==> config.mk <==
export PLATFORM = sky130hd
export DESIGN_NAME = ora_sqrt
export DESIGN_NICKNAME = d
export VERILOG_FILES = /design/src/rtl/ora_pkg.sv /design/src/rtl/ora_sqrt.sv
export SDC_FILE = /design/constraint.sdc
export NUM_CORES = 1
export LEC_CHECK = 0
export BUFFER_PORTS_ARGS = -buffer_cell sky130_fd_sc_hd__buf_4
export CORE_MARGIN = 2
export CORE_UTILIZATION = 35
export CTS_CLUSTER_DIAMETER = 40
export CTS_CLUSTER_SIZE = 40
export DETAILED_ROUTE_END_ITERATION = 8
export MAX_ROUTING_LAYER = met4
export PLACE_DENSITY_LB_ADDON = 0.3
export SETUP_SLACK_MARGIN = 0.5
export SYNTH_ARGS = -nofsm -noshare
export SYNTH_HDL_FRONTEND = slang
export SYNTH_SLANG_ARGS = --single-unit
==> constraint.sdc <==
create_clock -name clock -period 12.6 [get_ports clock]
set_input_delay 2.52 -clock clock [delete_from_list [all_inputs] [get_ports clock]]
set_output_delay 2.52 -clock clock [all_outputs]
set_load 0.02 [all_outputs]
==> src/rtl/ora_pkg.sv <==
// Shared widths, pipeline stage map and register indexes for the oriented
// rectangle bounds block. No dependencies.
`timescale 1ns / 1ps
`default_nettype none

package ora_pkg;

   typedef logic signed [31:0] q16_type;

   localparam int FRAC  = 16;          // fraction bits of Q16.16
   localparam int MW    = 22;          // rotation matrix entry, Q.16 signed
   localparam int MAGW  = 21;          // magnitude of a matrix entry
   localparam int SSQW  = 42;          // sum of squares of one column
   localparam int ROOTW = 21;          // column norm
   localparam int QW    = FRAC + 1;    // normalized axis component, up to 1.0
   localparam int CTRW  = 56;          // unsaturated center
   localparam int HW    = 47;          // rounded half extent after scaling
   localparam int EXTW  = 49;          // rounded per-axis extent

   localparam int SQ_PER = 3;          // root digits per stage
   localparam int DV_PER = 3;          // quotient bits per stage

   localparam int ST_FRONT = 4;
   localparam int ST_SQRT  = (ROOTW + SQ_PER - 1) / SQ_PER;
   localparam int ST_DIV   = (QW + DV_PER - 1) / DV_PER;
   localparam int ST_BACK  = 4;
   localparam int SQ_BASE  = ST_FRONT;
   localparam int DV_BASE  = SQ_BASE + ST_SQRT;
   localparam int BK_BASE  = DV_BASE + ST_DIV;
   localparam int ST_TOTAL = BK_BASE + ST_BACK;

   localparam int CSR_IDXW = 3;
   localparam logic [CSR_IDXW-1:0] CSR_OFFSET_X = 3'd0;
   localparam logic [CSR_IDXW-1:0] CSR_OFFSET_Y = 3'd1;
   localparam logic [CSR_IDXW-1:0] CSR_OFFSET_Z = 3'd2;
   localparam logic [CSR_IDXW-1:0] CSR_HALF_U   = 3'd3;
   localparam logic [CSR_IDXW-1:0] CSR_HALF_V   = 3'd4;

   localparam logic [9:0] EPS_Q16 = 10'd655;   // slab half thickness 0.01

endpackage

`default_nettype wire

==> src/rtl/ora_sqrt.sv <==
// Pipelined integer square root of one column's sum of squares, a few
// digits per stage; carries the column magnitudes along. Depends on ora_pkg.
`timescale 1ns / 1ps
`default_nettype none

module ora_sqrt (
   input  logic                        clock,
   input  logic [ora_pkg::ST_SQRT-1:0] stage_en,
   input  logic [ora_pkg::SSQW-1:0]    ssq,
   input  logic [ora_pkg::MAGW-1:0]    mag_in [3],
   output logic [ora_pkg::ROOTW-1:0]   root_out,
   output logic [ora_pkg::MAGW-1:0]    mag_out [3]
);
   import ora_pkg::*;

   localparam int REMW = ROOTW + 1;

   logic [SSQW-1:0]  rad_ff  [ST_SQRT];
   logic [REMW-1:0]  rem_ff  [ST_SQRT];
   logic [ROOTW-1:0] root_ff [ST_SQRT];
   logic [MAGW-1:0]  mag_ff  [ST_SQRT][3];

   for (genvar s = 0; s < ST_SQRT; s++) begin : g_stage
      logic [SSQW-1:0]  rad_src, rad_in;
      logic [REMW-1:0]  rem_src, rem_in;
      logic [ROOTW-1:0] root_src, root_in;
      logic [MAGW-1:0]  mag_src [3];

      if (s == 0) begin : g_head
         assign rad_src  = ssq;
         assign rem_src  = '0;
         assign root_src = '0;
         assign mag_src  = mag_in;
      end else begin : g_body
         assign rad_src  = rad_ff[s-1];
         assign rem_src  = rem_ff[s-1];
         assign root_src = root_ff[s-1];
         assign mag_src  = mag_ff[s-1];
      end

      // Restoring digit recurrence: two radicand bits in, one root bit out.
      always_comb begin
         logic [REMW+1:0] rw;
         logic [REMW+1:0] trial;
         rw      = '0;
         trial   = '0;
         rad_in  = rad_src;
         rem_in  = rem_src;
         root_in = root_src;
         for (int p = 0; p < SQ_PER; p++) begin
            if (s * SQ_PER + p < ROOTW) begin
               rw    = {rem_in, rad_in[SSQW-1 -: 2]};
               trial = {1'b0, root_in, 2'b01};
               if (rw >= trial) begin
                  rw      = rw - trial;
                  root_in = {root_in[ROOTW-2:0], 1'b1};
               end else begin
                  root_in = {root_in[ROOTW-2:0], 1'b0};
               end
               rem_in = rw[REMW-1:0];
               rad_in = rad_in << 2;
            end
         end
      end

      always_ff @(posedge clock) begin
         if (stage_en[s]) begin
            rad_ff[s]  <= rad_in;
            rem_ff[s]  <= rem_in;
            root_ff[s] <= root_in;
            mag_ff[s]  <= mag_src;
         end
      end
   end

   assign root_out = root_ff[ST_SQRT-1];
   assign mag_out  = mag_ff[ST_SQRT-1];

endmodule

`default_nettype wire

== Word-level counts from Yosys, hierarchy flattened ==
Memory sizes are Yosys's and may differ from the RTL's.
Cells that the tools add are included.
Cells by class
  mux-type cells: 56
  add/subtract/negate cells: 21
  $lt $le $gt $ge: 21
Operator list (count)
  two-way mux 22 bit: 21
  greater-or-equal comparator 24 x 23 -> 1 bit: 18
  subtractor 22 bit: 18
  two-way mux 1 bit: 35
  greater-or-equal comparator 24 x 3 -> 1 bit: 1
  greater-or-equal comparator 24 x 4 -> 1 bit: 1
  subtractor 22 x 3 -> 22 bit: 1
  subtractor 22 x 4 -> 22 bit: 1
  subtractor 2 x 1 -> 3 bit, second input constant: 1
  greater-or-equal comparator 2 x 1 -> 1 bit, second input constant: 1
Storage, ports and cells
  RAM bits: 994
  memories kept: 4
  word-level logic and storage cells: 102
  register bits after elaboration: 0
Memory list
  mag_ff: depth 7, width 63, rd ports 7, clocked after Yosys merged registers in 0, wr ports 7, RTL line ora_sqrt.sv:21  | logic [MAGW-1:0] mag_ff [ST_SQRT][3];
  rad_ff: depth 7, width 36, rd ports 6, clocked after Yosys merged registers in 0, wr ports 7, RTL line ora_sqrt.sv:18  | logic [SSQW-1:0] rad_ff [ST_SQRT];
  rem_ff: depth 7, width 22, rd ports 6, clocked after Yosys merged registers in 0, wr ports 7, RTL line ora_sqrt.sv:19  | logic [REMW-1:0] rem_ff [ST_SQRT];
  root_ff: depth 7, width 21, rd ports 7, clocked after Yosys merged registers in 0, wr ports 7, RTL line ora_sqrt.sv:20  | logic [ROOTW-1:0] root_ff [ST_SQRT];

== Longest topological paths before layout ==
An unclocked memory read counts as a cell.
  depth in word-level cells: 7
  gate-level depth with buffers: 40
  gate-level depth less buffers: 39

== Worst setup path after synthesis ==
Ideal clock, no wire load.
  kind: register to register
  from: memory rem_ff[4][14] (netlist bit)
  to: memory rem_ff[5][13] (netlist bit), data pin
  arrival: 8079 ps
  clock period less this slack: 8339 ps
  path slack: 4261 ps
  cell stages (with the launch flop): 35
  path buffers: 5
  required time: 12340 ps
  path through: edfxtp_1 > ha_1 > buf_2 > or4b_2 > a21oi_1 > a21bo_2 > nand2_1 > clkbuf_1 > mux2_2 > ha_1 > a21o_1 > a21oi_1 > o221ai_1 > o211a_1 > o21ai_0 > o211ai_1 > nor3_2 > clkbuf_1 > clkbuf_1 > nand2_1 > o21ai_0 > ha_1 > a21o_1 > a21o_1 > a21o_1 > a21oi_1 > o21bai_1 > a21oi_1 > o21bai_1 > a221o_1 > a21oi_1 > a21oi_1 > nor3_4 > buf_2 > mux2_2
RTL lines (RTL line)
  start: declaration: ora_sqrt.sv:19

==> reports/qor.csv <==
stage,metric,value,unit
critical_path,critical path startpoint,rem_ff[1][11],
placement,PortBufs,196,
logic_synthesis,largest family of logic cells by synthesized area,compound AO/OA/AOI/OAI gates,
die,CORE AREA,120000,sq um
pwr,sequential share of power,0.322,
critical_path,max incr delay on CP,0.58,ns
die,Die Span X,352,microns
final_layout,share of cells above drive strength 1,0.132,
final_layout,most frequent cells in the layout,"783 x edfxtp_1, 274 x a21oi_1, 263 x nand2_1, 251 x ha_1, 232 x nor2_1",
timing,fin crit share,0.755,
routing,DRT iter0 DRCs,2439,
critical_path,Crit Path Class,reg2reg,
timing,setup TNS,0,ns
critical_path,"Max stage delay cell, worst path",nand3_1,
final_layout,final net count,4217,
clocking,Post-CTS Setup Inserts,0,
routing,drt drc,0,
clocking,"Reg clk slew, reported paths",0.08,ns
logic_synthesis,Simple-Gate Fraction of Synth Area,0.129,
run_status,status,"complete, no violations",
min_path,Worst Hold Class,reg2reg,
logic_synthesis,Synth area leader,edfxtp_1,
grt,antenna violations before repair,5,
logic_synthesis,Synth warnings,0,
die,Die Span Y,352,microns
critical_path,FF-to-FF Start,rem_ff[1][11],
logic_synthesis,synth top area cells,"edfxtp_1 55%, ha_1 7.4%, xnor2_1 3.5%, a21oi_1 3.2%, nand2_1 2.3%",
final_layout,fin cells,5545,
critical_path,WP data required,13.01,ns
logic_synthesis,"Seq/Total Area, Yosys",0.554,
clocking,CTS hold repair buffers,0,
placement,placed cells,5367,
pwr,peak supply drop,121,uV
final_layout,"most common cell after layout, fill and taps aside",edfxtp_1,
timing,final-report max-slew violation count,0,
final_layout,number of diodes,0,
logic_synthesis,Mapped Area,42500,sq um
routing,Post-DRT Antenna Nets,0,
critical_path,crit path max fanout,15,
critical_path,worst reg-to-reg setup slack,3.09,ns
pwr,Int Power,6760,uW
clocking,worst skew pair latency,0.68,ns
routing,vias per cell,5.31,
timing,Clock Skews,0.0295,ns
clocking,post_cts resized,0,
logic_synthesis,Yosys top cell area share,0.554,
logic_synthesis,"Avg Cell Area, Syn",11.8,sq um
logic_synthesis,"Async S/R FF share, synth",0,
critical_path,Reg2Reg Depth,28,
routing,Post-Route WL,111000,microns
logic_synthesis,"Distinct cells, synth",113,
critical_path,r2r endpoint,rem_ff[2][5],
run,max-cap violation count,0,
clocking,CTS tree,built,
clocking,Bufs on Longest Clock Path,3,
die,Core Rows,127,
routing,Wirelength per Cell,20.0,microns
critical_path,CP Capture Type,register,
pwr,Gate power share,0.413,
final_layout,fin util,0.410,
timing,crit path time final,9.51,ns
die,IO Count,197,
clocking,Max H-tree Level,3,
clocking,Clock Sinks,783,
logic_synthesis,Post-Synth Adder-Cell Area,0.0739,
grt,first-pass GRT wire length,170000,microns
routing,vias,29400,
critical_path,CP Launch Type,register,
pwr,P_sw,4140,uW
placement,Post-Place Cell Area,45800,sq um
placement,DP HPWL,83300,microns
logic_synthesis,"EDFF count, synth",783,
die,starting density of the core,0.354,
final_layout,post-route cell area,49300,sq um
timing,"Hold Violations, Final",0,
routing,DR pass1 iterations,6,
pwr,Sw Share,0.380,
logic_synthesis,mux cell area share after synthesis,0.0224,
placement,routability congestion estimate,0.934,
logic_synthesis,Synth Instances,3613,
timing,worst rel slew slack,0.202,
grt,Tot GR Track Use,0.180,
critical_path,crit path DAT,9.92,ns
timing,maximum clock rate,0.105,GHz
clocking,total CTS buffers,96,
pwr,PD cells,221,nW/um^2
timing,RSZ-0062 raised after global routing,false,
logic_synthesis,ys flop type,edfxtp_1,
timing,# setup viols final,0,
pwr,Total Power,10900,uW
logic_synthesis,XOR/XNOR share of the synthesized area,0.0557,
pwr,leakage power figure,0.0189,uW
critical_path,CP endpoint,rem_ff[2][5],
timing,Tightest Pin Transition,1.18,ns
die,die area,124000,sq um
logic_synthesis,Synth Area in Compound Gates,0.141,
logic_synthesis,post-synthesis register bit count,783,
final_layout,Syn-to-layout area delta,16.0,%
grt,"Remaining Overflow, GRT",0,
grt,pin count of the biggest net entering global routing,70,
grt,vias in the first global route,28300,
pwr,Clock power frac,0.265,
clocking,root buffer cell,clkbuf_16,
[power groups by stage]
stage          combinational, uW  clock, uW  sequential (uW)
3_3_place_gp                4430          0             3550
3_5_place_dp                4430          0             3560
4_1_cts                     4460       2960             3500
5_1_grt                     4990       3070             3540
2_1_floorplan               3340          0             3470
6_report                    4500       2890             3500
[synth_stat cells, drive strengths merged (53+ instances only)]
cell type,n
nand3,83
nand2,263
a21oi,275
xor2,98
xnor2,172
edfxtp,783
inv,186
mux2,53
nor2,232
o21ai,192
ha,251
a21o,90
nor3,72
nand4,54
[cells by family after synthesis]
logic type,after synthesis
muxes,86
buffers and inverters,265
other,1
adders and majority gates,251
and+or+nand+nor,1039
DFF,783
xor gates and xnor gates,270
AOI/OAI and AO/OA,918
[per-stage QoR]
stage | setup slack (ns) | hold slack (ns)
floorplan | 4.26 | 0.400
global placement | 3.22 | 0.400
detailed placement | 3.22 | 0.405
CTS | 3.15 | 0.393
global route | 2.30 | 0.404
finish | 3.09 | 0.399
[sequential cells by signal, indices dropped and copies added (netlist names)]
signal,count
mag_ff,441
rad_ff,126
rem_ff,132
root_ff,84
[layout make-up]
class / count / area [sq um]
clock buffer: 102 / 2450
clock inverter: 76 / 1010
sequential: 783 / 23500
fill: 11500 / 70900
inverter: 193 / 728
multi-input combinational: 2566 / 17900
timing repair buffer: 213 / 1610
tap: 1612 / 2020
[per-layer routing]
layer  track usage  wire [microns]  up-vias
met5             -               0        -
met4        0.0409            2120        0
met3        0.0273            5220      142
met2         0.282           51000      715
met1         0.247           52300    14300
li1              -               -    14300
[worst max-delay path: cells and delay by family, from the launching register on]
| kind | cells | cell delay (ns) |
|---|---|---|
| AO/OA/AOI/OAI | 5 | 0.97 |
| XOR/XNOR | 1 | 0.25 |
| adder cells (fa/ha/maj) | 2 | 0.69 |
| buffers and inverters | 3 | 1.14 |
| flip-flops | 1 | 0.51 |
| multiplexers | 2 | 0.48 |
| AND/OR/NAND/NOR | 15 | 5.16 |
[worst min-delay path by stage]
stage	from	end	slack (ns)	cells past startpoint
6_report	mag_ff[1][48]	mag_ff[2][48]	0.40	0
5_1_grt	mag_ff[5][31]	mag_ff[6][31]	0.40	0
4_1_cts	mag_ff[1][48]	mag_ff[2][48]	0.39	0
3_5_place_dp	mag_ff[0][13]	mag_ff[1][13]	0.40	0
3_3_place_gp	mag_ff[4][55]	mag_ff[5][55]	0.40	0
2_1_floorplan	mag_ff[0][0]	mag_ff[1][0]	0.40	0
(Power assumes the default switching activity.)
