### config.mk
export PLATFORM = sky130hd
export DESIGN_NAME = ora_div
export DESIGN_NICKNAME = d
export VERILOG_FILES = /design/src/rtl/ora_pkg.sv /design/src/rtl/ora_div.sv
export SDC_FILE = /design/constraint.sdc
export NUM_CORES = 1
export LEC_CHECK = 0
export BUFFER_PORTS_ARGS = -buffer_cell sky130_fd_sc_hd__buf_2
export CAP_MARGIN = 0
export CORE_ASPECT_RATIO = 0.9
export CORE_MARGIN = 4
export CORE_UTILIZATION = 37
export DETAILED_ROUTE_END_ITERATION = 16
export GPL_TIMING_DRIVEN = 1
export SKIP_CTS_REPAIR_TIMING = 1
export SLEW_MARGIN = 20
export SYNTH_ARGS = -nofsm -noshare
export SYNTH_HDL_FRONTEND = slang
export SYNTH_SLANG_ARGS = --single-unit
### constraint.sdc
create_clock -name clock -period 8.81 [get_ports clock]
set_input_delay 0 -clock clock [delete_from_list [all_inputs] [get_ports clock]]
set_output_delay 0 -clock clock [all_outputs]
set_load 0.005 [all_outputs]
### src/rtl/ora_pkg.sv
// Shared widths, pipeline stage map and register indexes for the oriented
// rectangle bounds block. No dependencies.
`timescale 1ns / 1ps
`default_nettype none

package ora_pkg;

   typedef logic signed [31:0] q16_type;

   localparam int FRAC  = 16;          // fraction bits of Q16.16
   localparam int MW    = 22;          // rotation matrix entry, Q.16 signed
   localparam int MAGW  = 21;          // magnitude of a matrix entry
   localparam int SSQW  = 42;          // sum of squares of one column
   localparam int ROOTW = 21;          // column norm
   localparam int QW    = FRAC + 1;    // normalized axis component, up to 1.0
   localparam int CTRW  = 56;          // unsaturated center
   localparam int HW    = 47;          // rounded half extent after scaling
   localparam int EXTW  = 49;          // rounded per-axis extent

   localparam int SQ_PER = 3;          // root digits per stage
   localparam int DV_PER = 3;          // quotient bits per stage

   localparam int ST_FRONT = 4;
   localparam int ST_SQRT  = (ROOTW + SQ_PER - 1) / SQ_PER;
   localparam int ST_DIV   = (QW + DV_PER - 1) / DV_PER;
   localparam int ST_BACK  = 4;
   localparam int SQ_BASE  = ST_FRONT;
   localparam int DV_BASE  = SQ_BASE + ST_SQRT;
   localparam int BK_BASE  = DV_BASE + ST_DIV;
   localparam int ST_TOTAL = BK_BASE + ST_BACK;

   localparam int CSR_IDXW = 3;
   localparam logic [CSR_IDXW-1:0] CSR_OFFSET_X = 3'd0;
   localparam logic [CSR_IDXW-1:0] CSR_OFFSET_Y = 3'd1;
   localparam logic [CSR_IDXW-1:0] CSR_OFFSET_Z = 3'd2;
   localparam logic [CSR_IDXW-1:0] CSR_HALF_U   = 3'd3;
   localparam logic [CSR_IDXW-1:0] CSR_HALF_V   = 3'd4;

   localparam logic [9:0] EPS_Q16 = 10'd655;   // slab half thickness 0.01

endpackage

`default_nettype wire

### src/rtl/ora_div.sv
// Pipelined rounded division round(a * 2^16 / n) for one axis component,
// a few quotient bits per stage; a zero norm gives zero. Depends on ora_pkg.
`timescale 1ns / 1ps
`default_nettype none

module ora_div (
   input  logic                       clock,
   input  logic [ora_pkg::ST_DIV-1:0] stage_en,
   input  logic [ora_pkg::MAGW-1:0]   num_a,
   input  logic [ora_pkg::ROOTW-1:0]  den,
   output logic [ora_pkg::QW-1:0]     quo
);
   import ora_pkg::*;

   localparam int NW = ROOTW + QW;

   logic [ROOTW-1:0] rem_ff [ST_DIV];
   logic [QW-1:0]    low_ff [ST_DIV];
   logic [ROOTW-1:0] den_ff [ST_DIV];

   // The quotient never exceeds 1.0, so the top of the dividend starts
   // below the divisor and only the low bits need a step each.
   logic [NW-1:0] num;
   assign num = NW'({num_a, FRAC'(0)}) + NW'(den >> 1);

   for (genvar s = 0; s < ST_DIV; s++) begin : g_stage
      logic [ROOTW-1:0] rem_src, rem_in;
      logic [QW-1:0]    low_src, low_in;
      logic [ROOTW-1:0] den_src;

      if (s == 0) begin : g_head
         assign rem_src = num[NW-1:QW];
         assign low_src = num[QW-1:0];
         assign den_src = den;
      end else begin : g_body
         assign rem_src = rem_ff[s-1];
         assign low_src = low_ff[s-1];
         assign den_src = den_ff[s-1];
      end

      always_comb begin
         logic [ROOTW:0] rw;
         logic           qb;
         rw     = '0;
         qb     = 1'b0;
         rem_in = rem_src;
         low_in = low_src;
         for (int p = 0; p < DV_PER; p++) begin
            if (s * DV_PER + p < QW) begin
               rw = {rem_in, low_in[QW-1]};
               qb = (rw >= {1'b0, den_src});
               if (qb) begin
                  rw = rw - {1'b0, den_src};
               end
               rem_in = rw[ROOTW-1:0];
               low_in = {low_in[QW-2:0], qb};
            end
         end
      end

      always_ff @(posedge clock) begin
         if (stage_en[s]) begin
            rem_ff[s] <= rem_in;
            low_ff[s] <= low_in;
            den_ff[s] <= den_src;
         end
      end
   end

   assign quo = (den_ff[ST_DIV-1] == '0) ? '0 : low_ff[ST_DIV-1];

endmodule

`default_nettype wire

# Word-level counts from Yosys, hierarchy flattened
# Memory sizes are Yosys's and may differ from the RTL's.
# Cells that the tools add are included.
[word_totals]
latchBits = 0
in_bits = 49
wordCells = 69
reg_bits = 0
mem_count = 3
ramBits = 354
output_inout_bits = 17
rom_bits = 0
[mem_list]
columns = ["name", "words", "width", "rd", "rd_clocked_by_memory_dff", "wr", "line", "text"]
rows = [
  ["den_ff", 6, 21, 6, 0, 6, "ora_div.sv:19", "logic [ROOTW-1:0] den_ff [ST_DIV];"],
  ["rem_ff", 6, 21, 5, 0, 6, "ora_div.sv:17", "logic [ROOTW-1:0] rem_ff [ST_DIV];"],
  ["low_ff", 6, 17, 6, 0, 6, "ora_div.sv:18", "logic [QW-1:0] low_ff [ST_DIV];"],
]
[classes]
muxes = 30
n_mul = 0
bitwise_logic = 0
add_sub_neg = 18
div = 0
reduce_logical = 1
shift = 0
magnitude_cmp = 17
eq_ne = 0
[ops]
columns = ["operator", "count"]
rows = [
  ["$ge A22 B21 Y1", 17],
  ["$mux W21", 17],
  ["$sub A21 B21 Y21", 17],
  ["$add A37 B20 Y38", 1],
  ["$logic_not A21 Y1", 1],
  ["$mux W17", 1],
  ["$mux W1", 12],
]

# Longest topological paths before layout
# Gate-level depths: netlist of the first run.
[logic_depth]
ltp_word = 7
ltp_mapped = 44
mapped_depth_nobuf = 38

# Worst setup path before layout of the first run
# OpenSTA, ideal clock, no wires.
[synth_timing]
path_type = "input-to-reg"
start = "in num_a[0] (netlist name)"
end = "mem rem_ff[0][17], data pin"
stages = 41
setup_slack_ns = 0.278
t_arrival_ns = 8.272
required_ns = 8.549
n_path_buf = 5
path_cell_list = "ha_1 -> inv_1 -> fa_1 -> inv_1 -> a21o_1 -> a21oi_2 -> nor3b_1 -> xor2_1 -> ha_1 -> and4_1 -> nand3_1 -> nor3_1 -> o311ai_1 -> nand3_2 -> buf_1 -> buf_1 -> nor2_1 -> a21oi_1 -> [5 not listed] -> a31oi_4 -> a31oi_2 -> a2111oi_4 -> buf_6 -> buf_2 -> mux2i_1 -> fa_1 -> a21o_1 -> a21oi_1 -> o21ai_0 -> a21oi_1 -> o211ai_1 -> o211a_1 -> o21a_1 -> o41ai_4 -> o21ai_2 -> buf_6 -> a221o_1"
[synth_rtl]
columns = ["item", "line", "text"]
rows = [
  ["start, declared", "ora_div.sv:9", "input logic [ora_pkg::MAGW-1:0] num_a,"],
  ["end, declared", "ora_div.sv:17", ""],
]

==> results.toml, run 1 <==
[floorplanning]
std_cell_rows = 98
num_ports = 66
floorplan.die.height_microns = 279
die_x_microns = 309
fp.coreArea_sq_mm = 0.0801
start_util_pct = 37.6
floorplan.die_area_sq_mm = 0.0860

[finish]
layoutNonFillerInstCount = 4561
antenna-diode-count = 0
fill_cells = 7890
area_of_the_multi_input_gates_sq_mm = 0.0202
areaGrowthSynthToFinish_pct = 13.3
final_core_utilization_pct = 42.6
drive_gt1_share_pct = 15.0
layout.nets = 3913
regArea_sq_mm = 0.00880

[worst_setup_path]
cp_max_fanout = 19
worst_setup_path_start_kind = "flip-flop"
critical_path.slowest_cell = "sky130_fd_sc_hd__fa_1"
critPathArrivalTime_ns = 8.71
crit_start = "den_ff[3][5]"
timing.critical_path.buf_inv = 7
ff2ff_setup_slack_ns = 0.44
cp_data_required_time_ns = 9.15
path_class = "flip-flop to flip-flop"
worst_r2r_startpoint = "den_ff[3][5]"
crit_cells = 36
worst_r2r_path_depth = 36
endpoint_kind = "flip-flop"
largest_delay_share_family_worst_path = "compound AO/OA/AOI/OAI gates"
critical_path.max_stage_delay_ns = 0.42

[timing]
maxClockFrequency_mhz = 119
skew_ns = 0.0367
setup_viol_count_final = 0
period_needed_ns = 8.37
timing.final.crit_share_pct = 95.0
tightestPinTransition_ns = 1.02
final_hold_viol_count = 0
timing.max_slew.rel_slack_pct = 31.9
maxSlewViolCount = 0

[logic_synthesis]
synthDominantCellAreaShare_pct = 29.2
yosys_most_used_dff = "sky130_fd_sc_hd__edfxtp_1"
postSynthAreaPerCell_sq_um = 9.22
synth.top_cells.by_area = "sky130_fd_sc_hd__edfxtp_1, sky130_fd_sc_hd__ha_1, sky130_fd_sc_hd__mux2_2"
synth.top_cells.by_count = "sky130_fd_sc_hd__ha_1, sky130_fd_sc_hd__edfxtp_1, sky130_fd_sc_hd__a21oi_1, sky130_fd_sc_hd__inv_1, sky130_fd_sc_hd__nor2_1"
yosysUniqueCellTypes = 102
synth.ff_latch_count = 293
fraction_of_registers_with_async_set_or_reset_after_synthesis_pct = 0
sequential_area_share_after_synthesis_pct = 29.2
synth_top_area_cell = "sky130_fd_sc_hd__edfxtp_1"
syn-num-nets = 3692
number_of_cells_produced_by_synthesis = 3265
yosysWarningCount = 0
synth_enable_flop_cells = 293
synth.cell_area_sq_mm = 0.0301
synthMostInstantiatedCell = "sky130_fd_sc_hd__ha_1"

[drt]
drt_iter0_markers = 1915
met1Wirelength_microns = 41900
met3_wirelength_from_detailed_routing_microns = 4900
met2_length_microns = 38300
dr_total_vias = 25500
avgViaCountPerCell = 5.60
wl_microns = 87100
detail_route.wl_per_cell_microns = 19.1
drt_pass1_iterations = 5
postRouteAntennaNets = 0
total_drc_errors_in_the_routed_layout = 0
highest_metal_layer_used_by_the_detailed_router = "met4"

[clock_network]
max-clock-path-buffers = 3
h-tree-depth = 1
clk_transition_reported_paths_ns = 0.07
cts_inserted_buffers = 31
cts-root-buf = "sky130_fd_sc_hd__clkbuf_16"
tritoncts_clock_tree = "built"
clock_sink_count = 293
clock_insertion_delay_worst_skew_ns = 0.60

[place]
post-place-cells = 4471
port-buffer-count = 65
hpwl_microns = 70800
gp_routability_congestion = 0.912

[grt]
grt_antenna_before_repair = 1
maximum_number_of_pins_on_one_net_before_global_route_repair = 58
grt_pass1_vias = 23800
global_route.overflow_total = 0
grt_pass1_wl_microns = 135000
groute.usage.overall_pct = 19.6

[hold_path]
worst_hold_path_type = "input pin to flip-flop"
worst_hold_path_cell_count = 2
min_from = "stage_en[1]"

[run_status]
outcome = "finished, final reports clean"

[flow_run]
max-cap-violations = 0
==> path summary, 6_finish.rpt <==
check                                     end
worst max-delay path            rem_ff[4][19]
worst min register to register  low_ff[5][15]
worst max register to register  rem_ff[4][19]
worst min-delay path            rem_ff[1][20]
==> stage by stage <==
stage / hold slack [ns] / setup TNS (ns) / area (sq um) / setup WS (ns)
floorplan: 0.0989 / 0 / 30100 / 0.278
global placement: 0.208 / 0 / 32600 / 0.0454
detailed placement: 0.213 / -1.66 / 32600 / -0.108
CTS: -0.400 / -2.52 / 33600 / -0.154
global route: 0.0871 / -0.641 / 34100 / -0.0502
finish: 0.0641 / 0 / 34100 / 0.438
==> sequential cells by signal, summed over array words and instances (netlist names) <==
signal	count
low_ff	69
den_ff	119
rem_ff	105
==> area by class of cell <==
class                           count  share of cell area, %
Multi-Input combinational cell   2662                   59.2
Sequential cell                   293                   25.8
Timing Repair Buffer              242                   5.12
Tap cell                         1050                   3.85
Inverter                          256                   2.86
Clock buffer                       36                   2.33
Clock inverter                     22                  0.804
==> cells by family after synthesis <==
| logic type | synth area share [%] |
|---|---|
| fa+ha+maj | 16.1 |
| xor+xnor | 7.83 |
| compound gates | 21.3 |
| simple gates | 14.4 |
| mux | 6.87 |
| buf+inv | 4.24 |
| flops | 29.2 |
==> layer usage <==
metal  up-vias  GRT usage, %
li1      12700             -
met1     12100          28.6
met2       637          30.7
met3       105          2.25
met4         0          4.87
met5         -             0
==> cells in the final DEF (no fill, tap or decap), types with 18 or more instances in the layout <==
| master | n |
|---|---|
| sky130_fd_sc_hd__nand2b_1 | 46 |
| sky130_fd_sc_hd__o21a_1 | 53 |
| sky130_fd_sc_hd__dlygate4sd3_1 | 21 |
| sky130_fd_sc_hd__nand2_1 | 193 |
| sky130_fd_sc_hd__nor2b_1 | 60 |
| sky130_fd_sc_hd__a21oi_1 | 277 |
| sky130_fd_sc_hd__nand4_1 | 54 |
| sky130_fd_sc_hd__ha_1 | 361 |
| sky130_fd_sc_hd__o21bai_1 | 26 |
| sky130_fd_sc_hd__xnor2_1 | 186 |
| sky130_fd_sc_hd__buf_4 | 153 |
| sky130_fd_sc_hd__o211ai_1 | 27 |
| sky130_fd_sc_hd__a21o_1 | 102 |
| sky130_fd_sc_hd__a31oi_1 | 34 |
| sky130_fd_sc_hd__a211oi_1 | 21 |
| sky130_fd_sc_hd__xor2_1 | 83 |
| sky130_fd_sc_hd__nand3_1 | 70 |
| sky130_fd_sc_hd__nor3_1 | 65 |
| sky130_fd_sc_hd__o21ai_0 | 163 |
| sky130_fd_sc_hd__a221o_1 | 18 |
| sky130_fd_sc_hd__buf_2 | 65 |
| sky130_fd_sc_hd__and3_1 | 38 |
| sky130_fd_sc_hd__edfxtp_1 | 293 |
| sky130_fd_sc_hd__nor2_1 | 230 |
| sky130_fd_sc_hd__mux2i_1 | 30 |
| sky130_fd_sc_hd__or3_1 | 20 |
| sky130_fd_sc_hd__mux2_2 | 156 |
| sky130_fd_sc_hd__inv_1 | 246 |
| sky130_fd_sc_hd__clkbuf_16 | 31 |
Power of run 1 is left out: the tool's default activity adds up to more than one toggle a clock period on the data nets, which glitch-free logic cannot reach.
==> run 2, diff against run 1 <==
MAX_ROUTING_LAYER = met4   (was unset)
PLACE_DENSITY_LB_ADDON = 0.3   (was unset)
==> results.toml, run 2 (same netlist as run 1, synthesis figures left out) <==
[clock_network]
clk_transition_reported_paths_ns = 0.06
h-tree-depth = 1
clock_insertion_delay_worst_skew_ns = 0.58
max-clock-path-buffers = 3
clock_sink_count = 293
tritoncts_clock_tree = "built"
cts_inserted_buffers = 30
cts-root-buf = "sky130_fd_sc_hd__clkbuf_16"

[timing]
maxSlewViolCount = 0
tightestPinTransition_ns = 1.02
skew_ns = 0.0359
maxClockFrequency_mhz = 120
timing.max_slew.rel_slack_pct = 32.1
final_hold_viol_count = 0
timing.final.crit_share_pct = 94.5
setup_viol_count_final = 0
period_needed_ns = 8.33

[worst_setup_path]
regToRegEndpoint = "rem_ff[3][20]"
endpoint_kind = "flip-flop"
worst_r2r_path_depth = 36
critPathArrivalTime_ns = 8.65
worst_setup_path_start_kind = "flip-flop"
critical_path.max_stage_delay_ns = 0.48
crit_start = "den_ff[2][8]"
path_class = "flip-flop to flip-flop"
critical_path.slowest_cell = "sky130_fd_sc_hd__fa_1"
endpoint = "rem_ff[3][20]"
worst_r2r_startpoint = "den_ff[2][8]"
cp_max_fanout = 28
cp_data_required_time_ns = 9.13
ff2ff_setup_slack_ns = 0.48

[floorplanning]
std_cell_rows = 98
floorplan.die_area_sq_mm = 0.0860
fp.coreArea_sq_mm = 0.0801
num_ports = 66
start_util_pct = 37.6
floorplan.die.height_microns = 279
die_x_microns = 309

[run_status]
outcome = "finished, final reports clean"

[drt]
detail_route.wl_per_cell_microns = 18.9
avgViaCountPerCell = 5.56
wl_microns = 86200
drt_pass1_iterations = 5
postRouteAntennaNets = 0
drt_iter0_markers = 2169
dr_total_vias = 25300
total_drc_errors_in_the_routed_layout = 0

[grt]
grt_pass1_vias = 23700
grt_antenna_before_repair = 2
global_route.overflow_total = 0
groute.usage.overall_pct = 20.0
maximum_number_of_pins_on_one_net_before_global_route_repair = 58
grt_pass1_wl_microns = 134000

[finish]
max_flop_register = "den_ff"
flip_flop_count_of_the_largest_register_all_copies_and_words_added = 119
areaGrowthSynthToFinish_pct = 13.1
layout.nets = 3908
biggestRegsByFlops = "den_ff x119, rem_ff x105, low_ff x69"
most_common_library_cell_in_the_layout_ignoring_fill_and_taps = "sky130_fd_sc_hd__ha_1"
layout_common_cells = "sky130_fd_sc_hd__ha_1, sky130_fd_sc_hd__edfxtp_1, sky130_fd_sc_hd__a21oi_1"
fill_cells = 7831
drive_gt1_share_pct = 14.8
layoutNonFillerInstCount = 4556

[hold_path]
worst_hold_path_cell_count = 2
worst_hold_path_type = "input pin to flip-flop"

[place]
hpwl_microns = 70500
post-place-cells = 4475
port-buffer-count = 65
gp_routability_congestion = 0.945

[flow_run]
max-cap-violations = 0
run 2: layer usage:
| metal | vias up | track usage, % | routed length, microns |
|---|---|---|---|
| met1 | 12000 | 28.7 | 42400 |
| met4 | 0 | 3.04 | 1270 |
| met5 | - | - | 0 |
| li1 | 12700 | - | - |
| met3 | 70 | 2.10 | 4350 |
| met2 | 609 | 31.1 | 38200 |
run 2: layout make-up:
type                       count  area, sq um  area share [%]
multi-input combinational   2661        20200            59.3
sequential                   293         8800            25.8
timing repair buffer         239         1760            5.17
tap                         1050         1310            3.86
inverter                     256          973            2.86
clock buffer                  33          783            2.30
clock inverter                22          224           0.658
antenna                        2         5.00          0.0147
run 2: worst min-delay path by stage:
stage | startpoint | endpoint | slack, ns
floorplan | den[0] | den_ff[0][0] | 0.1
global placement | den[16] | den_ff[0][16] | 0.20
detailed placement | den[15] | den_ff[0][15] | 0.21
CTS | den[15] | den_ff[0][15] | -0.37
global route | stage_en[3] | rem_ff[3][18] | 0.13
finish | stage_en[4] | low_ff[4][1] | 0.10
run 2: worst max-delay path: cells and delay by family (launching register included):
family | cells | cell delay, ns
muxes | 2 | 0.66
adders and majority gates | 4 | 1.45
buffers and inverters | 5 | 0.80
DFF | 1 | 0.42
and+or+nand+nor | 5 | 0.97
AOI/OAI and AO/OA | 20 | 3.76
run 2: metrics by stage:
step | hold slack (ns) | util [%] | area (sq um) | setup slack [ns] | setup TNS [ns]
detailed placement | 0.213 | 40.8 | 32600 | -0.229 | -3.73
global route | 0.130 | 42.5 | 34000 | -0.0159 | -0.110
floorplan | 0.0989 | - | 30100 | 0.278 | 0
CTS | -0.372 | 42.0 | 33600 | -0.216 | -3.53
global placement | 0.204 | 40.8 | 32600 | -0.170 | -2.81
finish | 0.105 | 42.5 | 34000 | 0.484 | 0
Power of run 2 is left out for the same reason.
